`src/hw/rtl/cc20_pkg.sv`:
```
// Shared types and constants for the ChaCha20 stream cipher block.
// No dependencies; imported by every module of the block.
`timescale 1ns / 1ps

package cc20_pkg;

    typedef logic [31:0] word_t;

    // Rotation applied by the quarter-round step unit.
    typedef enum logic [1:0] {
        ROT16,
        ROT12,
        ROT8,
        ROT7
    } rot_t;

    localparam int CFG_W     = 64;
    localparam int CFG_IDX_W = 3;

    localparam logic [CFG_IDX_W-1:0] CFG_KEY0      = 3'd0;
    localparam logic [CFG_IDX_W-1:0] CFG_KEY1      = 3'd1;
    localparam logic [CFG_IDX_W-1:0] CFG_KEY2      = 3'd2;
    localparam logic [CFG_IDX_W-1:0] CFG_KEY3      = 3'd3;
    localparam logic [CFG_IDX_W-1:0] CFG_NONCE     = 3'd4;
    localparam logic [CFG_IDX_W-1:0] CFG_START_CNT = 3'd5;

    localparam word_t SIGMA0 = 32'h61707865;
    localparam word_t SIGMA1 = 32'h3320646e;
    localparam word_t SIGMA2 = 32'h79622d32;
    localparam word_t SIGMA3 = 32'h6b206574;

    typedef struct packed {
        logic [7:0] data_in;
        logic       last_in;
    } plain_t;

    typedef struct packed {
        logic [7:0] data_out;
        logic       last_out;
        logic       counter_wrapped;
    } crypt_t;

endpackage

```
`src/hw/rtl/cc20_qr_unit.sv`:
```
// Shared quarter-round step: one 32-bit add, an XOR and a rotation by 16, 12, 8 or 7 bits.
// Depends on cc20_pkg.
`timescale 1ns / 1ps

module cc20_qr_unit (
    input  cc20_pkg::word_t x,
    input  cc20_pkg::word_t y,
    input  cc20_pkg::word_t z,
    input  cc20_pkg::rot_t  rot,
    output cc20_pkg::word_t sum,
    output cc20_pkg::word_t mixed
);
    import cc20_pkg::*;

    word_t mix_pre;

    assign sum     = x + y;
    assign mix_pre = z ^ sum;

    always_comb
    begin
        unique case (rot)
            ROT16:   mixed = {mix_pre[15:0], mix_pre[31:16]};
            ROT12:   mixed = {mix_pre[19:0], mix_pre[31:20]};
            ROT8:    mixed = {mix_pre[23:0], mix_pre[31:24]};
            ROT7:    mixed = {mix_pre[24:0], mix_pre[31:25]};
            default: mixed = mix_pre;
        endcase
    end

endmodule

```
`src/hw/rtl/cc20_core.sv`:
```
// Block function sequencer: holds the 16-word state, drives the shared step
// unit through all rounds and the final add-back. Depends on cc20_pkg, cc20_qr_unit.
`timescale 1ns / 1ps

module cc20_core #(
    parameter int DOUBLE_ROUNDS = 10
) (
    input  logic                  clk,
    input  logic                  rst_n,
    input  logic                  start,
    input  logic [255:0]          key,
    input  logic [63:0]           nonce,
    input  logic [63:0]           count,
    input  logic [5:0]            byte_sel,
    output logic [7:0]            byte_out,
    output logic                  done
);
    import cc20_pkg::*;

    localparam int DR_W = (DOUBLE_ROUNDS > 1) ? $clog2(DOUBLE_ROUNDS) : 1;

    typedef enum logic [1:0] {
        C_IDLE,
        C_ROUND,
        C_ADD
    } core_state_t;

    core_state_t     state_reg, state_next;
    word_t           w_reg [16];
    word_t           w_next [16];
    word_t           upd [16];
    word_t           init_w [16];
    logic [1:0]      step_reg, step_next;
    logic [1:0]      qr_reg, qr_next;
    logic            half_reg, half_next;
    logic [DR_W-1:0] dr_reg, dr_next;
    logic [3:0]      add_idx_reg, add_idx_next;
    logic            done_reg, done_next;
    logic [1:0]      amt [4];
    logic [1:0]      col;

    word_t u_x, u_y, u_z, u_sum, u_mixed;
    rot_t  u_rot;
    word_t sel_word;

    // Input state of the block function.
    always_comb
    begin
        init_w[0]  = SIGMA0;
        init_w[1]  = SIGMA1;
        init_w[2]  = SIGMA2;
        init_w[3]  = SIGMA3;
        for (int m = 0; m < 8; m++)
        begin
            init_w[4 + m] = key[32*m +: 32];
        end
        init_w[12] = count[31:0];
        init_w[13] = count[63:32];
        init_w[14] = nonce[31:0];
        init_w[15] = nonce[63:32];
    end

    cc20_qr_unit u_step (
        .x     (u_x),
        .y     (u_y),
        .z     (u_z),
        .rot   (u_rot),
        .sum   (u_sum),
        .mixed (u_mixed)
    );

    // The unit always works on column 0; even steps update a and d,
    // odd steps update c and b. The add-back pass streams word 0 through it.
    always_comb
    begin
        if (state_reg == C_ADD)
        begin
            u_x   = w_reg[0];
            u_y   = init_w[add_idx_reg];
            u_z   = w_reg[12];
            u_rot = ROT16;
        end
        else if (!step_reg[0])
        begin
            u_x   = w_reg[0];
            u_y   = w_reg[4];
            u_z   = w_reg[12];
            u_rot = step_reg[1] ? ROT8 : ROT16;
        end
        else
        begin
            u_x   = w_reg[8];
            u_y   = w_reg[12];
            u_z   = w_reg[4];
            u_rot = step_reg[1] ? ROT7 : ROT12;
        end
    end

    // Row rotations after each quarter round bring the next column (or
    // diagonal) into column 0. At the end of a column round the rows are
    // also diagonalized; at the end of a diagonal round they are restored.
    always_comb
    begin
        for (int r = 0; r < 4; r++)
        begin
            if (qr_reg == 2'd3 && !half_reg)
            begin
                amt[r] = 2'(r + 1);
            end
            else if (qr_reg == 2'd3 && half_reg)
            begin
                amt[r] = 2'(5 - r);
            end
            else
            begin
                amt[r] = 2'd1;
            end
        end
    end

    always_comb
    begin
        for (int i = 0; i < 16; i++)
        begin
            upd[i] = w_reg[i];
        end
        if (!step_reg[0])
        begin
            upd[0]  = u_sum;
            upd[12] = u_mixed;
        end
        else
        begin
            upd[8] = u_sum;
            upd[4] = u_mixed;
        end
    end

    always_comb
    begin
        state_next   = state_reg;
        step_next    = step_reg;
        qr_next      = qr_reg;
        half_next    = half_reg;
        dr_next      = dr_reg;
        add_idx_next = add_idx_reg;
        done_next    = 1'b0;
        col          = 2'd0;
        for (int i = 0; i < 16; i++)
        begin
            w_next[i] = w_reg[i];
        end

        unique case (state_reg)
            C_IDLE:
            begin
                if (start)
                begin
                    for (int i = 0; i < 16; i++)
                    begin
                        w_next[i] = init_w[i];
                    end
                    step_next  = 2'd0;
                    qr_next    = 2'd0;
                    half_next  = 1'b0;
                    dr_next    = '0;
                    state_next = C_ROUND;
                end
            end
            C_ROUND:
            begin
                step_next = step_reg + 2'd1;
                if (step_reg != 2'd3)
                begin
                    for (int i = 0; i < 16; i++)
                    begin
                        w_next[i] = upd[i];
                    end
                end
                else
                begin
                    for (int r = 0; r < 4; r++)
                    begin
                        for (int j = 0; j < 4; j++)
                        begin
                            col = 2'(j) + amt[r];
                            w_next[4*r + j] = upd[{2'(r), col}];
                        end
                    end
                    qr_next = qr_reg + 2'd1;
                    if (qr_reg == 2'd3)
                    begin
                        half_next = ~half_reg;
                        if (half_reg)
                        begin
                            dr_next = dr_reg + DR_W'(1);
                            if (dr_reg == DR_W'(DOUBLE_ROUNDS - 1))
                            begin
                                add_idx_next = 4'd0;
                                state_next   = C_ADD;
                            end
                        end
                    end
                end
            end
            C_ADD:
            begin
                for (int i = 0; i < 15; i++)
                begin
                    w_next[i] = w_reg[i + 1];
                end
                w_next[15]   = u_sum;
                add_idx_next = add_idx_reg + 4'd1;
                if (add_idx_reg == 4'd15)
                begin
                    done_next  = 1'b1;
                    state_next = C_IDLE;
                end
            end
            default:
            begin
                state_next = C_IDLE;
            end
        endcase
    end

    always_ff @(posedge clk or negedge rst_n)
    begin
        if (!rst_n)
        begin
            state_reg   <= C_IDLE;
            step_reg    <= 2'd0;
            qr_reg      <= 2'd0;
            half_reg    <= 1'b0;
            dr_reg      <= '0;
            add_idx_reg <= 4'd0;
            done_reg    <= 1'b0;
        end
        else
        begin
            state_reg   <= state_next;
            step_reg    <= step_next;
            qr_reg      <= qr_next;
            half_reg    <= half_next;
            dr_reg      <= dr_next;
            add_idx_reg <= add_idx_next;
            done_reg    <= done_next;
        end
    end

    always_ff @(posedge clk)
    begin
        for (int i = 0; i < 16; i++)
        begin
            w_reg[i] <= w_next[i];
        end
    end

    assign sel_word = w_reg[byte_sel[5:2]];
    assign byte_out = sel_word[8*byte_sel[1:0] +: 8];
    assign done     = done_reg;

endmodule

```
`src/hw/rtl/chacha20_stream_cipher.sv`:
```
// ChaCha20 stream cipher, 64-bit counter and 64-bit nonce, one byte per request.
// Depends on cc20_pkg and cc20_core (which uses cc20_qr_unit).
//
// Usage: write the key, nonce and start counter through the cfg_write port
// (cfg_index selects the register, cfg_data carries the value) while the block
// is idle. Each request on the plain channel (plain_valid, plain_stall, plain)
// carries one byte and a last mark; the block answers with exactly one request
// on the crypt channel holding the byte XORed with keystream, the last mark
// and the sticky counter-wrap flag.
// A byte taken from an already generated keystream block is XORed and written straight into the result register.
// When the 64-byte block is used up, or at the first byte of a message, a new
// block is made by one shared quarter-round step unit: one add/xor/rotate per
// cycle through all rounds and then the add-back of the input state, after which
// the held byte is handed to the result register. No new byte is taken while a
// block is being generated.
// The output register frees the input side: a new byte is taken while the
// previous result waits if the receiver takes it in the same cycle. While
// crypt_stall holds, the result stays in place and plain_stall is raised.
// Reset clears the configuration, the counter and the wrap flag, empties the
// result register and arms the first byte as a message start.
`timescale 1ns / 1ps

module chacha20_stream_cipher #(
    parameter int DOUBLE_ROUNDS = 10
) (
    input  logic                                clk,
    input  logic                                rst_n,
    input  logic                                cfg_write,
    input  logic [cc20_pkg::CFG_IDX_W-1:0]      cfg_index,
    input  logic [cc20_pkg::CFG_W-1:0]          cfg_data,
    input  logic                                plain_valid,
    output logic                                plain_stall,
    input  cc20_pkg::plain_t                    plain,
    output logic                                crypt_valid,
    input  logic                                crypt_stall,
    output cc20_pkg::crypt_t                    crypt
);
    import cc20_pkg::*;

    typedef enum logic [1:0] {
        T_IDLE,
        T_GEN,
        T_EMIT
    } top_state_t;

    top_state_t  state_reg, state_next;
    logic [63:0] key_reg [4];
    logic [63:0] key_next [4];
    logic [63:0] nonce_reg, nonce_next;
    logic [63:0] start_cnt_reg, start_cnt_next;
    logic [63:0] count_reg, count_next;
    logic [6:0]  pos_reg, pos_next;
    logic        wrap_reg, wrap_next;
    logic        msg_start_reg, msg_start_next;
    logic        out_valid_reg, out_valid_next;
    crypt_t      out_reg, out_next;
    plain_t      hold_reg, hold_next;

    logic        out_free;
    logic        accept;
    logic        core_start;
    logic        core_done;
    logic [63:0] core_count;
    logic [5:0]  byte_sel;
    logic [7:0]  ks_byte;
    logic [63:0] count_inc;

    // The result register can take a new value when empty or being drained.
    assign out_free    = !out_valid_reg || !crypt_stall;
    assign plain_stall = !((state_reg == T_IDLE) && out_free);
    assign accept      = plain_valid && !plain_stall;

    // At a message start the counter is reloaded in the same cycle that the
    // block generation begins, so the core sees the configured value directly.
    assign core_count = (state_reg == T_IDLE && msg_start_reg) ? start_cnt_reg : count_reg;
    assign byte_sel   = (state_reg == T_IDLE) ? pos_reg[5:0] : 6'd0;
    assign count_inc  = count_reg + 64'd1;

    cc20_core #(
        .DOUBLE_ROUNDS (DOUBLE_ROUNDS)
    ) u_core (
        .clk      (clk),
        .rst_n    (rst_n),
        .start    (core_start),
        .key      ({key_reg[3], key_reg[2], key_reg[1], key_reg[0]}),
        .nonce    (nonce_reg),
        .count    (core_count),
        .byte_sel (byte_sel),
        .byte_out (ks_byte),
        .done     (core_done)
    );

    // Configuration writes; indexes past the register list are ignored.
    always_comb
    begin
        for (int i = 0; i < 4; i++)
        begin
            key_next[i] = key_reg[i];
        end
        nonce_next     = nonce_reg;
        start_cnt_next = start_cnt_reg;
        if (cfg_write)
        begin
            unique case (cfg_index)
                CFG_KEY0:      key_next[0]    = cfg_data;
                CFG_KEY1:      key_next[1]    = cfg_data;
                CFG_KEY2:      key_next[2]    = cfg_data;
                CFG_KEY3:      key_next[3]    = cfg_data;
                CFG_NONCE:     nonce_next     = cfg_data;
                CFG_START_CNT: start_cnt_next = cfg_data;
                default:       ;
            endcase
        end
    end

    // Request flow: bytes inside a filled keystream block are answered at
    // once; otherwise the byte is held while a new block is generated.
    always_comb
    begin
        state_next     = state_reg;
        count_next     = count_reg;
        pos_next       = pos_reg;
        wrap_next      = wrap_reg;
        msg_start_next = msg_start_reg;
        hold_next      = hold_reg;
        out_next       = out_reg;
        out_valid_next = out_valid_reg && crypt_stall;
        core_start     = 1'b0;

        unique case (state_reg)
            T_IDLE:
            begin
                if (accept)
                begin
                    msg_start_next = plain.last_in;
                    if (msg_start_reg)
                    begin
                        count_next = start_cnt_reg;
                    end
                    if (msg_start_reg || pos_reg[6])
                    begin
                        hold_next  = plain;
                        core_start = 1'b1;
                        state_next = T_GEN;
                    end
                    else
                    begin
                        out_next.data_out        = plain.data_in ^ ks_byte;
                        out_next.last_out        = plain.last_in;
                        out_next.counter_wrapped = wrap_reg;
                        out_valid_next           = 1'b1;
                        pos_next                 = pos_reg + 7'd1;
                    end
                end
            end
            T_GEN:
            begin
                if (core_done)
                begin
                    count_next = count_inc;
                    if (count_inc == 64'd0)
                    begin
                        wrap_next = 1'b1;
                    end
                    state_next = T_EMIT;
                end
            end
            T_EMIT:
            begin
                if (out_free)
                begin
                    out_next.data_out        = hold_reg.data_in ^ ks_byte;
                    out_next.last_out        = hold_reg.last_in;
                    out_next.counter_wrapped = wrap_reg;
                    out_valid_next           = 1'b1;
                    pos_next                 = 7'd1;
                    state_next               = T_IDLE;
                end
            end
            default:
            begin
                state_next = T_IDLE;
            end
        endcase
    end

    always_ff @(posedge clk or negedge rst_n)
    begin
        if (!rst_n)
        begin
            state_reg     <= T_IDLE;
            for (int i = 0; i < 4; i++)
            begin
                key_reg[i] <= 64'd0;
            end
            nonce_reg     <= 64'd0;
            start_cnt_reg <= 64'd0;
            count_reg     <= 64'd0;
            pos_reg       <= 7'd64;
            wrap_reg      <= 1'b0;
            msg_start_reg <= 1'b1;
            out_valid_reg <= 1'b0;
            out_reg       <= '0;
        end
        else
        begin
            state_reg     <= state_next;
            for (int i = 0; i < 4; i++)
            begin
                key_reg[i] <= key_next[i];
            end
            nonce_reg     <= nonce_next;
            start_cnt_reg <= start_cnt_next;
            count_reg     <= count_next;
            pos_reg       <= pos_next;
            wrap_reg      <= wrap_next;
            msg_start_reg <= msg_start_next;
            out_valid_reg <= out_valid_next;
            out_reg       <= out_next;
        end
    end

    // The held byte is payload only and needs no reset.
    always_ff @(posedge clk)
    begin
        hold_reg <= hold_next;
    end

    assign crypt_valid = out_valid_reg;
    assign crypt       = out_reg;

endmodule

```
`config.mk`:
```
export PLATFORM = sky130hd
export DESIGN_NAME = chacha20_stream_cipher
export DESIGN_NICKNAME = d
export VERILOG_FILES = /design/src/hw/rtl/cc20_pkg.sv /design/src/hw/rtl/cc20_qr_unit.sv /design/src/hw/rtl/cc20_core.sv /design/src/hw/rtl/chacha20_stream_cipher.sv
export SDC_FILE = /design/constraint.sdc
export NUM_CORES = 2
export LEC_CHECK = 0
export BUFFER_PORTS_ARGS = -buffer_cell sky130_fd_sc_hd__buf_2
export CAP_MARGIN = 20
export CELL_PAD_IN_SITES_DETAIL_PLACEMENT = 1
export CELL_PAD_IN_SITES_GLOBAL_PLACEMENT = 1
export CORE_UTILIZATION = 50
export CTS_BUF_LIST = sky130_fd_sc_hd__clkbuf_2 sky130_fd_sc_hd__clkbuf_4 sky130_fd_sc_hd__clkbuf_8
export DETAILED_ROUTE_END_ITERATION = 7
export HOLD_SLACK_MARGIN = 0.06
export PLACE_DENSITY_LB_ADDON = 0.1
export RECOVER_POWER = 50
export SYNTH_ARGS = -nofsm -noshare
export SYNTH_HDL_FRONTEND = slang
export SYNTH_HIERARCHICAL = 1
export SYNTH_SLANG_ARGS = --single-unit
```
`constraint.sdc`:
```
create_clock -name clk -period 47.8 [get_ports clk]
set_clock_uncertainty 0.15 [all_clocks]
set_input_delay 4.78 -clock clk [delete_from_list [all_inputs] [get_ports clk]]
set_output_delay 4.78 -clock clk [all_outputs]
set_load 0.02 [all_outputs]
```
### Word-level counts from Yosys, hierarchy flattened

Memory sizes are Yosys's and may differ from the RTL's.
Index checks and enable logic that the tools add are counted.

* bits in writable memories: 512
* input port bits: 81
* logic and storage cells: 255
* bits in registers: 495
* output and inout bits: 12
* bits in read-only memories: 0
* memories: 1
* latch bits: 0

* shift-type cells: 1
* muxes and demuxes: 116
* reductions and logical operators: 39
* equal/unequal tests: 28
* divide/modulo/power cells: 0
* $add $sub $neg: 16
* bitwise operators: 17
* multiply operators: 0
* order comparisons: 13

Memories
* u_core.w_reg: depth 16, width 32, read ports 17, clocked after memory_dff 0, wr ports 16, RTL line cc20_core.sv:29 `word_t w_reg [16];`

Operator list (count)
* 32-bit binary-select mux with 4-bit select: 13
* 512-bit one-hot mux with 3 select lines: 1
* 32-bit 2-to-1 mux: 36
* 512-bit 2-to-1 mux: 2
* 64-bit 2-to-1 mux: 4
* 32-bit one-hot mux with 4 select lines: 1
* 64-bit one-hot mux with 2 select lines: 1
* 5-bit greater-or-equal comparator (second input constant): 13
* 64-bit by 1-bit adder with 64-bit output (second input constant): 1
* 64-bit logical NOT: 1
* 4-bit NOT with 5-bit output: 9
* 2-bit 2-to-1 mux: 21
* 32-bit adder: 1
* 4-bit 2-to-1 mux: 8
* 32-bit by 6-bit variable part select with 8-bit output: 1
* 32-bit XOR: 1
* 10-bit 2-to-1 mux: 3
* 7-bit 2-to-1 mux: 3
* 3-bit NOT with 5-bit output: 4
* 10-bit one-hot mux with 2 select lines: 1
* 2-bit != test (second input constant): 8
* 4-bit one-hot mux with 2 select lines: 2
* 2-bit AND reduction: 8
* 4-bit AND reduction: 4
* other kinds (29): 83

### Longest topological paths before layout

* depth in word-level cells: 16
* mapped depth: 27
* mapped depth without buffers: 24

### Cells and area by module

The synthesis kept the hierarchy.

Modules (own cells, without submodules)
* cc20_core: area each 39459.1 sq um, cells an instance 3959, sequential area each 15775.1 sq um, times used 1
* chacha20_stream_cipher: area each 21523.1 sq um, cells an instance 1740, sequential area each 12034.0 sq um, times used 1
* cc20_qr_unit: area each 3086.7 sq um, cells an instance 440, sequential area each 0.0 sq um, times used 1

### Worst setup path before layout

Ideal clock, no wire load.

* kind: reg-to-reg
* start point: register, netlist name u_core/state_reg[0]
* end point: memory u_core/w_reg[10][0] (netlist bit) (enable)
* period minus slack after synthesis: 20.354 ns
* buffers on the path: 2
* stages on the path, launching flop included: 8
* path slack: 27.446 ns
* arrival time: 19.412 ns
* required time: 46.858 ns
* library setup time: 0.792 ns
* path through: dfrtp_1 -> inv_1 -> ha_1 -> buf_2 -> clkinv_1 -> clkbuf_1 -> o21ai_0 -> and2_1

RTL lines (RTL line)
* end, declared: cc20_core.sv:29

==> results.sh <==
export IMPL_status="complete, but fails checks"
export IMPL_violations="max-capacitance violations, max-slew violations"
export IMPL_finalNetCount=6120
export IMPL_muxShareOfSynthArea_pct=22.7
export IMPL_rrSetupSlack_ns=35.11
export IMPL_vias=56116
export IMPL_synth_top_family_by_area="multiplexers"
export IMPL_r2r_start="u_core/step_reg[0]$_DFFE_PN0P_"
export IMPL_synth_flop_cell="edfxtp_1"
export IMPL_clockBufferDepth=3
export IMPL_synthArstFlopShare_pct=48.3
export IMPL_max_slew_margin_pct=-460
export IMPL_final_util_pct=54.7
export IMPL_antenna_found_initial=42
export IMPL_period_share_pct=38.8
export IMPL_hp_class="register to register"
export IMPL_core_sq_um=126000
export IMPL_cts_resized=0
export IMPL_dpl_cell_area_sq_um=65500
export IMPL_wl_mm=282
export IMPL_largest_reg_flops=512
export IMPL_dp_hpwl_mm=186
export IMPL_syn_area_sq_um=64100
export IMPL_overflow=0
export IMPL_area_delta_synth_final_pct=7.88
export IMPL_syn_nets=6269
export IMPL_grt_pass1_vias=56125
export IMPL_min_period_ns=18.54
export IMPL_cts_root_buf="clkbuf_8"
export IMPL_dieWidth_um=360
export IMPL_reg2regPathDepth=9
export IMPL_cpPeakStageDelay_ns=5.89
export IMPL_num_io_pins=93
export IMPL_die_y_um=360
export IMPL_start_kind="input pin"
export IMPL_synth_top_area_share_pct=24.4
export IMPL_initial_core_util_pct=50.7
export IMPL_post_synth_top_area_cell="edfxtp_1"
export IMPL_crit_chain="clkbuf_1, clkbuf_1, clkbuf_1"
export IMPL_crit_required_ns=46.57
export IMPL_port_buffers=92
export IMPL_hold_buffers=0
export IMPL_clock_latency_ns=0.97
export IMPL_path_clk_slew_ns=0.06
export IMPL_fill_cells=13627
export IMPL_rsz0062_at_grt="no"
export IMPL_register_area_sq_um=27800
export IMPL_total_power_uw=6050
export IMPL_synth_fa_ha_area_share_pct=0.969
export IMPL_hp_start="crypt[2]$_DFFE_PN0P_"
export IMPL_cts_htree_levels=4
export IMPL_synth_compound_area_share_pct=14.8
export IMPL_grt_first_pass_wirelength_mm=404
export IMPL_ys_warn_count=6
export IMPL_route_detailed_drc=0
export IMPL_max_cap_violations=41
export IMPL_critPathSlowestCell="clkbuf_1"
export IMPL_grt_max_degree=173
export IMPL_detail_route_vias_per_cell=7.18
export IMPL_final_hold_viol_count=0
export IMPL_fmax_mhz=53.9
export IMPL_holdPathEnd="crypt[2]$_DFFE_PN0P_"
export IMPL_p_leak_uw=0.0244
export IMPL_wire_per_inst_um=36.0
export IMPL_cts_buffers=181
export IMPL_powerDensity_nw_per_um2=87.5
export IMPL_final_antenna_net_count=0
export IMPL_path_common_cell="clkbuf_1"
export IMPL_synth_cells=6139
export IMPL_finalSetupViolCount=0
export IMPL_final_cell_area_sq_um=69100
export IMPL_globalplace_congestion=0.993
export IMPL_end_kind="asynchronous set/reset pin"
export IMPL_cts_tree="yes"
export IMPL_drt_iter0_drc=7834
export IMPL_cp_top_family="buffers and inverters"
export IMPL_cp_num_buf_inv=3
export IMPL_layout_drive_gt1_share_pct=23.1
export IMPL_track_usage_pct=42.9
export IMPL_ys_seq_area_share_pct=43.4
export IMPL_tightest_slew_ns=8.40
export IMPL_critical_path_class="input pin to asynchronous set/reset pin"
export IMPL_synth_edff_count=521
export IMPL_ys_ff_latch=1007
export IMPL_whs_path_depth=2
export IMPL_worstPathMaxFanout=134
export IMPL_maxSlewViolCount=1854
export IMPL_fin_tns_setup_ns=0
export IMPL_critPathArrivalTime_ns=17.31
export IMPL_synth_cell_types=110
export IMPL_rows=130
export IMPL_die_area_sq_um=130000
export IMPL_worst_r2r_endpoint="u_core/w_reg[4][4]$_DFFE_PP_"
export IMPL_multi_input_area_sq_um=33900
export IMPL_cts_setup_buffers=0
export IMPL_synth_xor_area_share_pct=1.57
export IMPL_syn_avg_cell_area_sq_um=10.4
export IMPL_worst_ir_drop_vdd_mv=0.0659
export IMPL_synthTopCellsByCount="nor2_1 (887), mux2_2 (635), nand2_1 (613)"
export IMPL_numClockSinks=1007
export IMPL_detail_route_first_pass_iterations=7
export IMPL_synthSimpleGateAreaFrac_pct=12.6
export IMPL_synthTopCellsByArea="edfxtp_1 (24%), dfrtp_1 (19%), mux2_2 (11%), mux4_2 (7.7%), nor2_1 (5.2%)"
export IMPL_yosysMostFrequentCell="nor2_1"
## final cells by class
type	instances	area share, %
multi-input cells	4553	49.1
clock buffers	288	5.10
inverters	31	0.183
diodes	31	0.112
well taps	1650	2.99
flip-flops and latches	1007	40.3
repair buffers	216	1.89
clock inverters	44	0.387
## cell families (layout without fill, tap and decap cells)
family / Yosys count / after routing
adders and majority gates: 49 / 49
xor gates and xnor gates: 107 / 107
DFF: 1007 / 1007
muxes: 1095 / 1095
and+or+nand+nor: 1883 / 1883
AOI/OAI and AO/OA: 1419 / 1419
other: 0 / 31
buffers and inverters: 579 / 579
## report_power, final
part           switching, uW  total (uW)  internal [uW]
Clock                    403         876            473
Combinational           2430        3630           1200
Sequential               251        1540           1290
Total                   3080        6050           2970
## worst max-delay path by stage
stage / from / cells past startpoint / slack, ns / endpoint
after floorplan: u_core/state_reg[0]$_DFFE_PN0P_ / 7 / 27.45 / u_core/w_reg[10][0]$_DFFE_PP_
after global placement: crypt_stall / 11 / 37.34 / u_core/w_reg[10][10]$_DFFE_PP_
after detailed placement: crypt_stall / 11 / 37.26 / u_core/w_reg[10][10]$_DFFE_PP_
after CTS: crypt_stall / 4 / 37.58 / plain_stall
after global routing: rst_n / 3 / 26.84 / nonce_reg[51]$_DFFE_PN0P_
final: rst_n / 3 / 29.26 / key_reg[243]$_DFFE_PN0P_
## placed cells by master (no fill, tap or decap), types with 15 or more instances in the layout
cell type / netlist / layout
clkbuf_4: 1 / 71
a21oi_1: 519 / 516
o21ai_0: 214 / 217
a211oi_1: 34 / 35
mux2i_1: 235 / 235
clkinv_2: 0 / 26
ha_1: 48 / 44
o22ai_1: 24 / 24
nand3_1: 59 / 59
o211ai_1: 95 / 95
buf_2: 94 / 71
nor3_1: 37 / 37
xor2_1: 45 / 45
mux2_2: 635 / 634
a222oi_1: 65 / 65
a21o_1: 18 / 19
xnor2_1: 56 / 56
nor4_1: 15 / 15
o22a_1: 15 / 15
nor2b_1: 21 / 17
edfxtp_1: 521 / 521
a221o_1: 59 / 59
nor2_1: 887 / 884
and2_0: 0 / 28
nand4_1: 43 / 43
inv_1: 27 / 25
clkbuf_8: 6 / 218
a221oi_1: 197 / 197
dfrtp_1: 484 / 479
a22oi_1: 35 / 35
nand2_1: 613 / 610
diode_2: 0 / 31
a31oi_1: 29 / 29
nand2b_1: 69 / 68
buf_4: 27 / 83
mux4_2: 220 / 220
clkbuf_1: 375 / 56
and2_1: 61 / 26
## tightest hold or removal path: stages (launching register included)
cell and delay (ns):
dfrtp_1 0.34, nand2_1 0.05, o21ai_0 0.06
## through the flow
stage / std cells / worst slack, ns / hold WS, ns
floorplan: 6139 / 27.45 / 0.266
global placement: 7454 / 37.34 / 0.310
detailed placement: 7455 / 37.26 / 0.318
CTS: 7787 / 37.58 / 0.332
global route: 7801 / 26.84 / 0.363
finish: 7820 / 29.26 / 0.330
## layer usage
layer / GRT usage (%) / part of all wire, % / wire (um)
met1: 55.3 / 37 / 105000
met5: 0 / 0.052 / 147
met4: 27.4 / 6.8 / 19100
met2: 62.0 / 43 / 121000
met3: 14.1 / 13 / 36900
(Power assumes the default switching activity.)
